==> src/rtl/grid_frame_difference_detector_core_assert.svh <==
// Assertion macros for the grid frame difference detector core.
`ifndef GRID_FRAME_DIFFERENCE_DETECTOR_CORE_ASSERT_SVH
`define GRID_FRAME_DIFFERENCE_DETECTOR_CORE_ASSERT_SVH

// Same-cycle implication, sampled on clk, off during reset.
`define GFDD_ASSERT_NOW(lbl, ante, cons, msg) \
	lbl: assert property (@(posedge clk) disable iff (!arst_n) (ante) |-> (cons)) \
		else $error(msg);

// Next-cycle implication, sampled on clk, off during reset.
`define GFDD_ASSERT_NEXT(lbl, ante, cons, msg) \
	lbl: assert property (@(posedge clk) disable iff (!arst_n) (ante) |=> (cons)) \
		else $error(msg);

`endif

==> src/rtl/gfdd_pkg.sv <==
// Shared types, constants and register codes for the grid frame difference detector.
package gfdd_pkg;

	localparam int GRID_W_DEF = 16;
	localparam int GRID_H_DEF = 12;

	localparam int PIXEL_W    = 8;
	localparam int COORD_W    = 10;
	localparam int STEP_W     = 7;
	localparam int SUM_W      = 16;
	localparam int THRESH_W   = 16;
	localparam int APB_DATA_W = 32;
	localparam int APB_ADDR_W = 4;

	localparam logic [STEP_W-1:0]   STEP_X_RST    = STEP_W'(10);
	localparam logic [STEP_W-1:0]   STEP_Y_RST    = STEP_W'(10);
	localparam logic [THRESH_W-1:0] THRESHOLD_RST = THRESH_W'(3500);

	typedef enum logic [1:0] {
		REG_STEP_X    = 2'd0,
		REG_STEP_Y    = 2'd1,
		REG_THRESHOLD = 2'd2
	} reg_idx_t;

	typedef struct packed {
		logic [PIXEL_W-1:0] pixel;
		logic [COORD_W-1:0] col;
		logic [COORD_W-1:0] row;
		logic               frame_last;
	} pix_item_t;

	typedef struct packed {
		logic [SUM_W-1:0] delta_sum;
		logic             alert;
	} result_item_t;

	typedef struct packed {
		logic [STEP_W-1:0]   step_x;
		logic [STEP_W-1:0]   step_y;
		logic [THRESH_W-1:0] threshold;
	} cfg_t;

endpackage

==> src/rtl/gfdd_stream_if.sv <==
// Valid/ready stream channel carrying one payload item per transaction.
interface gfdd_stream_if #(
	parameter type T = logic
);
	logic valid;
	logic ready;
	T     data;

	modport source (output valid, output data, input ready);
	modport sink (input valid, input data, output ready);
endinterface

==> src/rtl/gfdd_cfg.sv <==
// APB-style configuration registers: sample steps and alert threshold.
module gfdd_cfg
	import gfdd_pkg::*;
(
	input  logic                  clk,
	input  logic                  arst_n,
	input  logic                  psel,
	input  logic                  penable,
	input  logic                  pwrite,
	input  logic [APB_ADDR_W-1:0] paddr,
	input  logic [APB_DATA_W-1:0] pwdata,
	output logic [APB_DATA_W-1:0] prdata,
	output logic                  pready,
	output cfg_t                  cfg
);

	cfg_t     cfg_q;
	reg_idx_t reg_idx;
	logic     wr_en;

	assign pready  = 1'b1;
	assign reg_idx = reg_idx_t'(paddr[3:2]);
	assign wr_en   = psel & penable & pwrite & pready;
	assign cfg     = cfg_q;

	always_ff @(posedge clk or negedge arst_n) begin
		if (!arst_n) begin
			cfg_q.step_x    <= STEP_X_RST;
			cfg_q.step_y    <= STEP_Y_RST;
			cfg_q.threshold <= THRESHOLD_RST;
		end else if (wr_en) begin
			case (reg_idx)
				REG_STEP_X: begin
					cfg_q.step_x <= pwdata[STEP_W-1:0];
				end
				REG_STEP_Y: begin
					cfg_q.step_y <= pwdata[STEP_W-1:0];
				end
				REG_THRESHOLD: begin
					cfg_q.threshold <= pwdata[THRESH_W-1:0];
				end
				default: begin
				end
			endcase
		end
	end

	always_comb begin
		prdata = '0;
		case (reg_idx)
			REG_STEP_X: begin
				prdata = APB_DATA_W'(cfg_q.step_x);
			end
			REG_STEP_Y: begin
				prdata = APB_DATA_W'(cfg_q.step_y);
			end
			REG_THRESHOLD: begin
				prdata = APB_DATA_W'(cfg_q.threshold);
			end
			default: begin
				prdata = '0;
			end
		endcase
	end

endmodule

==> src/rtl/gfdd_grid_map.sv <==
// Map a pixel coordinate to its grid cell by matching against step multiples.
module gfdd_grid_map
	import gfdd_pkg::*;
#(
	parameter int GRID_W = GRID_W_DEF,
	parameter int GRID_H = GRID_H_DEF,
	localparam int CELLS = GRID_W * GRID_H,
	localparam int IDX_W = (CELLS > 1) ? $clog2(CELLS) : 1
) (
	input  cfg_t               cfg,
	input  logic [COORD_W-1:0] col,
	input  logic [COORD_W-1:0] row,
	output logic               hit,
	output logic [IDX_W-1:0]   idx
);

	localparam int CX_W  = (GRID_W > 1) ? $clog2(GRID_W) : 1;
	localparam int CY_W  = (GRID_H > 1) ? $clog2(GRID_H) : 1;
	localparam int MUL_W = COORD_W + STEP_W;

	logic [STEP_W-1:0] sx;
	logic [STEP_W-1:0] sy;
	logic [MUL_W-1:0]  col_ext;
	logic [MUL_W-1:0]  row_ext;
	logic [MUL_W-1:0]  sx_ext;
	logic [MUL_W-1:0]  sy_ext;
	logic              hit_x;
	logic              hit_y;
	logic [CX_W-1:0]   cx;
	logic [CY_W-1:0]   cy;

	assign sx      = (cfg.step_x == '0) ? STEP_W'(1) : cfg.step_x;
	assign sy      = (cfg.step_y == '0) ? STEP_W'(1) : cfg.step_y;
	assign col_ext = MUL_W'(col);
	assign row_ext = MUL_W'(row);
	assign sx_ext  = MUL_W'(sx);
	assign sy_ext  = MUL_W'(sy);

	always_comb begin
		hit_x = 1'b0;
		cx    = '0;
		for (int x = 0; x < GRID_W; x++) begin
			if (col_ext == MUL_W'(x) * sx_ext) begin
				hit_x = 1'b1;
				cx    = cx | CX_W'(x);
			end
		end
	end

	always_comb begin
		hit_y = 1'b0;
		cy    = '0;
		for (int y = 0; y < GRID_H; y++) begin
			if (row_ext == MUL_W'(y) * sy_ext) begin
				hit_y = 1'b1;
				cy    = cy | CY_W'(y);
			end
		end
	end

	assign hit = hit_x & hit_y;
	assign idx = IDX_W'(cy) * IDX_W'(GRID_W) + IDX_W'(cx);

endmodule

==> src/rtl/gfdd_baseline_mem.sv <==
// Baseline pixel store with registered read and a zero-fill sweep after reset.
module gfdd_baseline_mem
	import gfdd_pkg::*;
#(
	parameter int DEPTH = GRID_W_DEF * GRID_H_DEF,
	localparam int IDX_W = (DEPTH > 1) ? $clog2(DEPTH) : 1
) (
	input  logic               clk,
	input  logic               arst_n,
	input  logic               rd_en,
	input  logic [IDX_W-1:0]   rd_idx,
	output logic [PIXEL_W-1:0] rd_data,
	input  logic               wr_en,
	input  logic [IDX_W-1:0]   wr_idx,
	input  logic [PIXEL_W-1:0] wr_data,
	output logic               busy
);

	logic [PIXEL_W-1:0] mem_q [DEPTH];
	logic [PIXEL_W-1:0] rd_data_q;
	logic [IDX_W-1:0]   clr_idx_q;
	logic               busy_q;
	logic               clr_last;

	assign clr_last = (clr_idx_q == IDX_W'(DEPTH - 1));
	assign busy     = busy_q;
	assign rd_data  = rd_data_q;

	always_ff @(posedge clk or negedge arst_n) begin
		if (!arst_n) begin
			busy_q    <= 1'b1;
			clr_idx_q <= '0;
		end else if (busy_q) begin
			if (clr_last) begin
				busy_q <= 1'b0;
			end else begin
				clr_idx_q <= clr_idx_q + IDX_W'(1);
			end
		end
	end

	always_ff @(posedge clk) begin
		if (busy_q) begin
			mem_q[clr_idx_q] <= '0;
		end else if (wr_en) begin
			mem_q[wr_idx] <= wr_data;
		end
		if (rd_en) begin
			rd_data_q <= mem_q[rd_idx];
		end
	end

endmodule

==> src/rtl/grid_frame_difference_detector_core.sv <==
// Top level of the grid frame difference detector core.
// Accepts one pixel transaction per clock and samples a GRID_W x GRID_H grid at
// multiples of step_x and step_y; each sampled pixel adds its absolute
// difference from the stored baseline of its cell to a saturating 16-bit frame
// sum and becomes the new baseline. The frame_last pixel, on leaving the
// accumulate stage, loads one result transaction (delta_sum, alert = delta_sum >
// threshold), and the sum restarts. Pixels flow through a two-stage pipeline (cell
// lookup and baseline read, then difference and accumulate) at one per cycle.
// Input stalls only while the baseline memory is zero-filled after reset (one
// cell per cycle, GRID_W*GRID_H cells, 192 by default; configuration writes are
// taken as usual) or when a frame result is still waiting on the output and the
// next frame's last pixel reaches the accumulate stage.
`include "grid_frame_difference_detector_core_assert.svh"

module grid_frame_difference_detector_core
	import gfdd_pkg::*;
#(
	parameter int GRID_W = GRID_W_DEF,
	parameter int GRID_H = GRID_H_DEF
) (
	input  logic                  clk,
	input  logic                  arst_n,
	gfdd_stream_if.sink           pixels,
	gfdd_stream_if.source         results,
	input  logic                  psel,
	input  logic                  penable,
	input  logic                  pwrite,
	input  logic [APB_ADDR_W-1:0] paddr,
	input  logic [APB_DATA_W-1:0] pwdata,
	output logic [APB_DATA_W-1:0] prdata,
	output logic                  pready
);

	localparam int CELLS = GRID_W * GRID_H;
	localparam int IDX_W = (CELLS > 1) ? $clog2(CELLS) : 1;

	cfg_t               cfg;
	logic               busy;
	logic               adv;
	logic               frame_end;

	logic               valid_s1;
	pix_item_t          item_s1;
	logic               map_hit;
	logic [IDX_W-1:0]   map_idx;

	logic               valid_s2;
	logic               hit_s2;
	logic               last_s2;
	logic [IDX_W-1:0]   idx_s2;
	logic [PIXEL_W-1:0] pixel_s2;
	logic               fwd_s2;
	logic [PIXEL_W-1:0] fwd_pix_s2;
	logic [PIXEL_W-1:0] rd_data;

	logic               wr_en;
	logic [PIXEL_W-1:0] old_pix;
	logic [PIXEL_W-1:0] diff;
	logic [SUM_W:0]     acc;
	logic [SUM_W-1:0]   new_sum;
	logic [SUM_W-1:0]   sum_q;

	logic               out_valid_q;
	result_item_t       out_data_q;

	gfdd_cfg u_cfg (
		.clk     (clk),
		.arst_n  (arst_n),
		.psel    (psel),
		.penable (penable),
		.pwrite  (pwrite),
		.paddr   (paddr),
		.pwdata  (pwdata),
		.prdata  (prdata),
		.pready  (pready),
		.cfg     (cfg)
	);

	gfdd_grid_map #(
		.GRID_W (GRID_W),
		.GRID_H (GRID_H)
	) u_grid_map (
		.cfg (cfg),
		.col (item_s1.col),
		.row (item_s1.row),
		.hit (map_hit),
		.idx (map_idx)
	);

	gfdd_baseline_mem #(
		.DEPTH (CELLS)
	) u_baseline_mem (
		.clk     (clk),
		.arst_n  (arst_n),
		.rd_en   (adv),
		.rd_idx  (map_idx),
		.rd_data (rd_data),
		.wr_en   (wr_en),
		.wr_idx  (idx_s2),
		.wr_data (pixel_s2),
		.busy    (busy)
	);

	assign adv          = !(valid_s2 && last_s2 && out_valid_q && !results.ready);
	assign pixels.ready = adv && !busy;
	assign wr_en        = adv && valid_s2 && hit_s2;
	assign frame_end    = adv && valid_s2 && last_s2;

	always_ff @(posedge clk or negedge arst_n) begin
		if (!arst_n) begin
			valid_s1 <= 1'b0;
			valid_s2 <= 1'b0;
		end else if (adv) begin
			valid_s1 <= pixels.valid && pixels.ready;
			valid_s2 <= valid_s1;
		end
	end

	always_ff @(posedge clk) begin
		if (adv) begin
			item_s1    <= pixels.data;
			hit_s2     <= valid_s1 && map_hit;
			last_s2    <= item_s1.frame_last;
			idx_s2     <= map_idx;
			pixel_s2   <= item_s1.pixel;
			fwd_s2     <= wr_en && valid_s1 && map_hit && (idx_s2 == map_idx);
			fwd_pix_s2 <= pixel_s2;
		end
	end

	assign old_pix = fwd_s2 ? fwd_pix_s2 : rd_data;
	assign diff    = (pixel_s2 >= old_pix) ? (pixel_s2 - old_pix) : (old_pix - pixel_s2);
	assign acc     = {1'b0, sum_q} + (SUM_W + 1)'(diff);
	assign new_sum = !hit_s2 ? sum_q : (acc[SUM_W] ? '1 : acc[SUM_W-1:0]);

	always_ff @(posedge clk or negedge arst_n) begin
		if (!arst_n) begin
			sum_q       <= '0;
			out_valid_q <= 1'b0;
		end else begin
			if (adv && valid_s2) begin
				sum_q <= last_s2 ? '0 : new_sum;
			end
			if (frame_end) begin
				out_valid_q <= 1'b1;
			end else if (results.ready) begin
				out_valid_q <= 1'b0;
			end
		end
	end

	always_ff @(posedge clk) begin
		if (frame_end) begin
			out_data_q.delta_sum <= new_sum;
			out_data_q.alert     <= (new_sum > cfg.threshold);
		end
	end

	assign results.valid = out_valid_q;
	assign results.data  = out_data_q;

	`GFDD_ASSERT_NOW(a_no_accept_in_clear, busy, !pixels.ready, "accept during clear")
	`GFDD_ASSERT_NEXT(a_result_loaded, frame_end, out_valid_q && (sum_q == '0), "result not loaded")
	`GFDD_ASSERT_NOW(a_fwd_on_hit, valid_s2 && fwd_s2, hit_s2, "forward on off-grid pixel")
	`GFDD_ASSERT_NEXT(a_stall_holds_stage, !adv, valid_s2 && last_s2 && $stable(sum_q), "stall moved")

endmodule

==> src/flat_wrapper.sv <==
// flat-port wrapper written by rule: the top's interface ports become plain ports
module grid_frame_difference_detector_core_flat import gfdd_pkg::*;
#(
	parameter int GRID_W = GRID_W_DEF,
	parameter int GRID_H = GRID_H_DEF
)
  (clk, arst_n, psel, penable, pwrite, paddr, pwdata, prdata, pready, pixels_valid, pixels_data, pixels_ready, results_valid, results_data, results_ready);
  gfdd_stream_if #(.T(pix_item_t)) pixels_i ();
  gfdd_stream_if #(.T(result_item_t)) results_i ();
  input  logic clk;
  input  logic arst_n;
  input  logic psel;
  input  logic penable;
  input  logic pwrite;
  input  logic [APB_ADDR_W-1:0] paddr;
  input  logic [APB_DATA_W-1:0] pwdata;
  output logic [APB_DATA_W-1:0] prdata;
  output logic pready;
  input wire logic [$bits(pixels_i.valid)-1:0] pixels_valid;
  input wire logic [$bits(pixels_i.data)-1:0] pixels_data;
  output wire logic [$bits(pixels_i.ready)-1:0] pixels_ready;
  output wire logic [$bits(results_i.valid)-1:0] results_valid;
  output wire logic [$bits(results_i.data)-1:0] results_data;
  input wire logic [$bits(results_i.ready)-1:0] results_ready;
  assign pixels_i.valid = pixels_valid;
  assign pixels_i.data = pixels_data;
  assign pixels_ready = pixels_i.ready;
  assign results_valid = results_i.valid;
  assign results_data = results_i.data;
  assign results_i.ready = results_ready;
  grid_frame_difference_detector_core #(.GRID_W(GRID_W), .GRID_H(GRID_H)) u_core (.clk(clk), .arst_n(arst_n), .pixels(pixels_i), .results(results_i), .psel(psel), .penable(penable), .pwrite(pwrite), .paddr(paddr), .pwdata(pwdata), .prdata(prdata), .pready(pready));
endmodule
==> config.mk <==
export PLATFORM = sky130hd
export DESIGN_NAME = grid_frame_difference_detector_core_flat
export DESIGN_NICKNAME = d
export VERILOG_FILES = /design/src/rtl/gfdd_pkg.sv /design/src/rtl/gfdd_stream_if.sv /design/src/rtl/gfdd_cfg.sv /design/src/rtl/gfdd_grid_map.sv /design/src/rtl/gfdd_baseline_mem.sv /design/src/rtl/grid_frame_difference_detector_core.sv /design/src/flat_wrapper.sv
export VERILOG_INCLUDE_DIRS = /design/src /design/src/rtl
export SDC_FILE = /design/constraint.sdc
export NUM_CORES = 2
export LEC_CHECK = 0
export ABC_AREA = 1
export BUFFER_PORTS_ARGS = -buffer_cell sky130_fd_sc_hd__buf_4
export CORE_ASPECT_RATIO = 1.4
export CORE_UTILIZATION = 65
export CTS_CLUSTER_SIZE = 8
export DETAILED_ROUTE_END_ITERATION = 16
export PLACE_DENSITY_LB_ADDON = 0.3
export SLEW_MARGIN = 5
export SYNTH_ARGS = -nofsm -noshare
export SYNTH_HDL_FRONTEND = slang
export SYNTH_SLANG_ARGS = --single-unit
==> constraint.sdc <==
create_clock -name clk -period 19.3 [get_ports clk]
set_input_delay 0.965 -clock clk [delete_from_list [all_inputs] [get_ports clk]]
set_output_delay 0.965 -clock clk [all_outputs]
set_load 0.02 [all_outputs]
==> run summary <==
The flow ran to the end, and the final reports show no timing, DRC or antenna violations. The wire length of the first global-routing pass is 318,900 um. The number of nets in the layout came out at between 7,000 and 8,000. For flop-to-flop paths, the worst setup slack is between 9 and 10 ns. The data required time at the worst endpoint is about 20 ns. The part of the cycle the worst path needs came out at ~48%. The clock input transition at the sequential cells of the worst setup and hold paths is ~0.050 ns. The initial antenna violation count came out at 1. In the final layout, flip-flops and latches occupy 50,020 um^2. The data arrival time of the critical path is 10.05 ns.

The last weighted congestion value of the routability-driven placer came out at 0.9535. The count of antenna-violating nets left after detailed routing is 0. The proportion of synthesized flip-flops having asynchronous set or reset is under 10%.

Clock tree synthesis inserted a total of 227 buffers. In this run, synthesis produced a sequential element count of 1,675. The later-pin clock latency in the skew report is between 0.8 and 0.9 ns. The number of enable-type register cells in the synthesized netlist came out at between 1,500 and 2,000.

The netlist uses 58 different library cells. The via count came out at roughly 56,000. In the final layout, the share of cells above drive strength 1 is ~6.5%. The worst setup skew after layout came out at a little under 0.07 ns. The area share of and/or/nand/nor cells after synthesis is around a quarter.

The post-synthesis mux area share came out at less than 1%. The final instance count without filler cells came out at just under 9,000. The upper clock frequency limit is approximately 110 MHz.

Ranked by total cell area, the synthesized netlist is headed by edfxtp_1, nand3_1, nand2_1, ha_1, nor2_1. The largest single stage delay on the critical path is 0.73 ns. The leakage power is 31.96 nW. The floorplan step defined a die boundary enclosing 120,200 um^2. The share of the synthesized area in the top cell type is between 60% and 70%.

For this design the top-level I/O count stands at 124. The post-synthesis area per instance came out at about 11 um^2. In the synthesized netlist the dominant register cell turns out to be edfxtp_1. The port buffer count came out at just under 90. The average via count per standard cell is about 6.4. After the first detailed-routing iteration, the DRC count stood at slightly above 7,000. The die boundary height came out at ~410 um. The most instantiated library cell after synthesis is nand3_1.

Summing the areas of all fa, ha and maj instances in the mapped netlist gives 3.071% of the synthesized area. Across the VDD grid, the largest voltage drop is roughly 100 uV. The cell type contributing the most total cell area after synthesis is edfxtp_1. The buffer levels on the longest clock path came out at 3. The detailed-placement wirelength estimate is approximately 120,000 um. The standard-cell row count is 149.

The worst setup path is captured at a flip-flop. The category of the worst setup path launch point is a flip-flop. For this run, the number of Yosys warnings is 0.

The critical path in this run is classified as reg2reg. The summed instance area of the synthesized netlist came out at just under 80,000 um^2. The count of unresolved DRC violations after routing came out at 0. Setup total negative slack on the finished layout was measured at 0 ns. The total area of multi-input combinational cells came out at roughly 24,000 um^2.

After detailed routing, the total wire length is roughly 210,000 um. Of all nets on the critical path, the largest fanout is about 120. The largest net degree at the start of global routing is between 150 and 200. Counting instances in the post-synthesis netlist gives the leading cell types as nand3_1, nand2_1, edfxtp_1.

In this run the clock root is driven by a clkbuf_16. The sum of overflow across all layers after global routing came out at 0. The fraction of the mapped netlist area in compound gates came out at 2.178%. The post-layout minimum cycle time is 9.340 ns. The headroom to the max-slew limit is roughly 6.9%.

In this run the horizontal extent of the chip is roughly 290 um. The placeable core region is 117,800 um^2. The TritonCTS clock tree is done. Setup repair after global routing left no endpoint under its margin.

The H-tree depth is 4. In this run the power density over the cells is 108.3 nW/um^2. The share of the synthesized netlist area taken by xor and xnor gates came out at 1.723%. The clock sink total is roughly 1,700. The hold violation total from the final report is 0. In this run, post-CTS hold repair placed 0 buffers. The register area share after synthesis is between 60% and 70%. The global routing usage summed across all routing layers is about a third. By area, the combinational part of the netlist is dominated by simple AND/OR/NAND/NOR gates. The via count of the first global-routing pass came out at 55,550.

Once placement completed, the tool counted placed cells totaling 8,546. The count of maximum capacitance violations is 0. The detail-routed net length per standard cell came out at between 20 and 25 um. Among all stages on the critical path, the largest delay is contributed by buf_4. The first TritonRoute pass finished after 7 iterations. Synthesis handed over a netlist of roughly 7,300 instances. The count of cells resized by post-cts repair is 0. The number of buffers inserted by post-CTS setup repair is 0. The actual transition at the worst max-transition pin came out at 1.393 ns. The tightest min-delay check is of the in2async type. The layout-stage area growth over the synthesis result came out at 9.527%. The most repeated library cell on the critical path is nand2_1. The final number of max-transition violations came out at 0. Setup violations remaining at the end of the flow were counted as 0.

The initial core utilization came out at between 60 and 70%. After filler insertion, the fill cell instance count of the layout stands at between 7,000 and 8,000.
[sequential cells by signal (all words and copies together), names as in the netlist]
signal,cells
u_core.u_baseline_mem.clr_idx_q,8
u_core.results.data,17
u_core.u_baseline_mem.mem_q,1536
u_core.fwd_s2,1
u_core.valid_s2,1
u_core.idx_s2,8
u_core.u_baseline_mem.busy,1
u_core.valid_s1,1
u_core.u_cfg.cfg,30
u_core.sum_q,16
u_core.last_s2,1
u_core.results.valid,1
u_core.item_s1,29
u_core.hit_s2,1
u_core.fwd_pix_s2,8
u_core.u_baseline_mem.rd_data,8
u_core.pixel_s2,8
[worst max-delay path, delay by kind of cell, from the launching register on]
family	cells	cell delay, ns
fa+ha+maj	4	1.19
buf+inv	7	3.05
flops	1	0.53
compound gates	1	0.20
simple gates	27	4.02
[layout by cell type (no fill, tap or decap), types with 46 or more instances in the layout]
cell,count
a21oi_1,88
buf_4,150
clkbuf_16,227
dfrtp_1,46
edfxtp_1,1617
ha_1,132
inv_1,340
nand2_1,1727
nand3_1,1803
nand3b_1,59
nand4_1,47
nor2_1,409
o21ai_0,115
xnor2_1,48
xor2_1,104
[worst paths after layout]
check	startpoint	end	depth (start not counted)
hold reg to reg	u_core.item_s1[25]$_DFFE_PN_	u_core.pixel_s2[4]$_DFFE_PN_	0
max in group asynchronous	arst_n	u_core.u_cfg.cfg[16]$_DFFE_PN0P_	1
min in group clk	pixels_data[24]	u_core.item_s1[24]$_DFFE_PN_	1
setup / recovery	u_core.u_cfg.cfg[25]$_DFFE_PN0P_	u_core.u_baseline_mem.rd_data[5]$_DFFE_PN_	39
setup reg to reg	u_core.u_cfg.cfg[25]$_DFFE_PN0P_	u_core.u_baseline_mem.rd_data[5]$_DFFE_PN_	39
hold / removal	arst_n	u_core.valid_s2$_DFFE_PN0N_	1
[kinds of logic after synthesis]
group / after synthesis
compound gates: 302
other cells: 2
flops: 1675
mux: 3
fa+ha+maj: 168
simple gates: 4124
xor+xnor: 152
buf+inv: 824
[stage by stage]
stage / total power [mW] / util [%] / hold WS (ns) / instance area [um^2] / setup slack [ns]
finish: 9.160 / 71.81 / 0.2008 / 84610 / 9.960
global route: 9.476 / 71.81 / 0.2389 / 84610 / 9.347
CTS: 9.133 / 71.81 / 0.1860 / 84610 / 10.15
detailed placement: 5.673 / 66.67 / 0.4063 / 78560 / 10.16
global placement: 5.626 / 66.67 / 0.4095 / 78560 / 10.30
floorplan: 5.282 / - / 0.4003 / 77310 / 12.00
[power by group]
part | internal, mW | switching, mW
Combinational | 0.545 | 1.05
Sequential | 4.00 | 0.0508
Clock | 2.07 | 1.44
[cell type report]
cell class	instances	area share, %
Tap cell	1585	2.344
Clock buffer	245	6.805
Timing Repair Buffer	160	1.568
Antenna cell	1	0.002958
Clock inverter	16	0.3431
Sequential cell	1675	59.12
Inverter	360	1.613
Multi-Input combinational cell	4766	28.20
[metal layers]
| metal | GRT usage [%] | vias to the layer above | routed length, um |
|---|---|---|---|
| met5 | 0 | - | 10 |
| li1 | - | 25070 | - |
| met1 | 41.53 | 26790 | 70880 |
| met2 | 57.88 | 3706 | 102500 |
| met3 | 7.047 | 843 | 22000 |
| met4 | 25.01 | 2 | 16290 |
No activity file was read; power rests on OpenSTA's default activity.
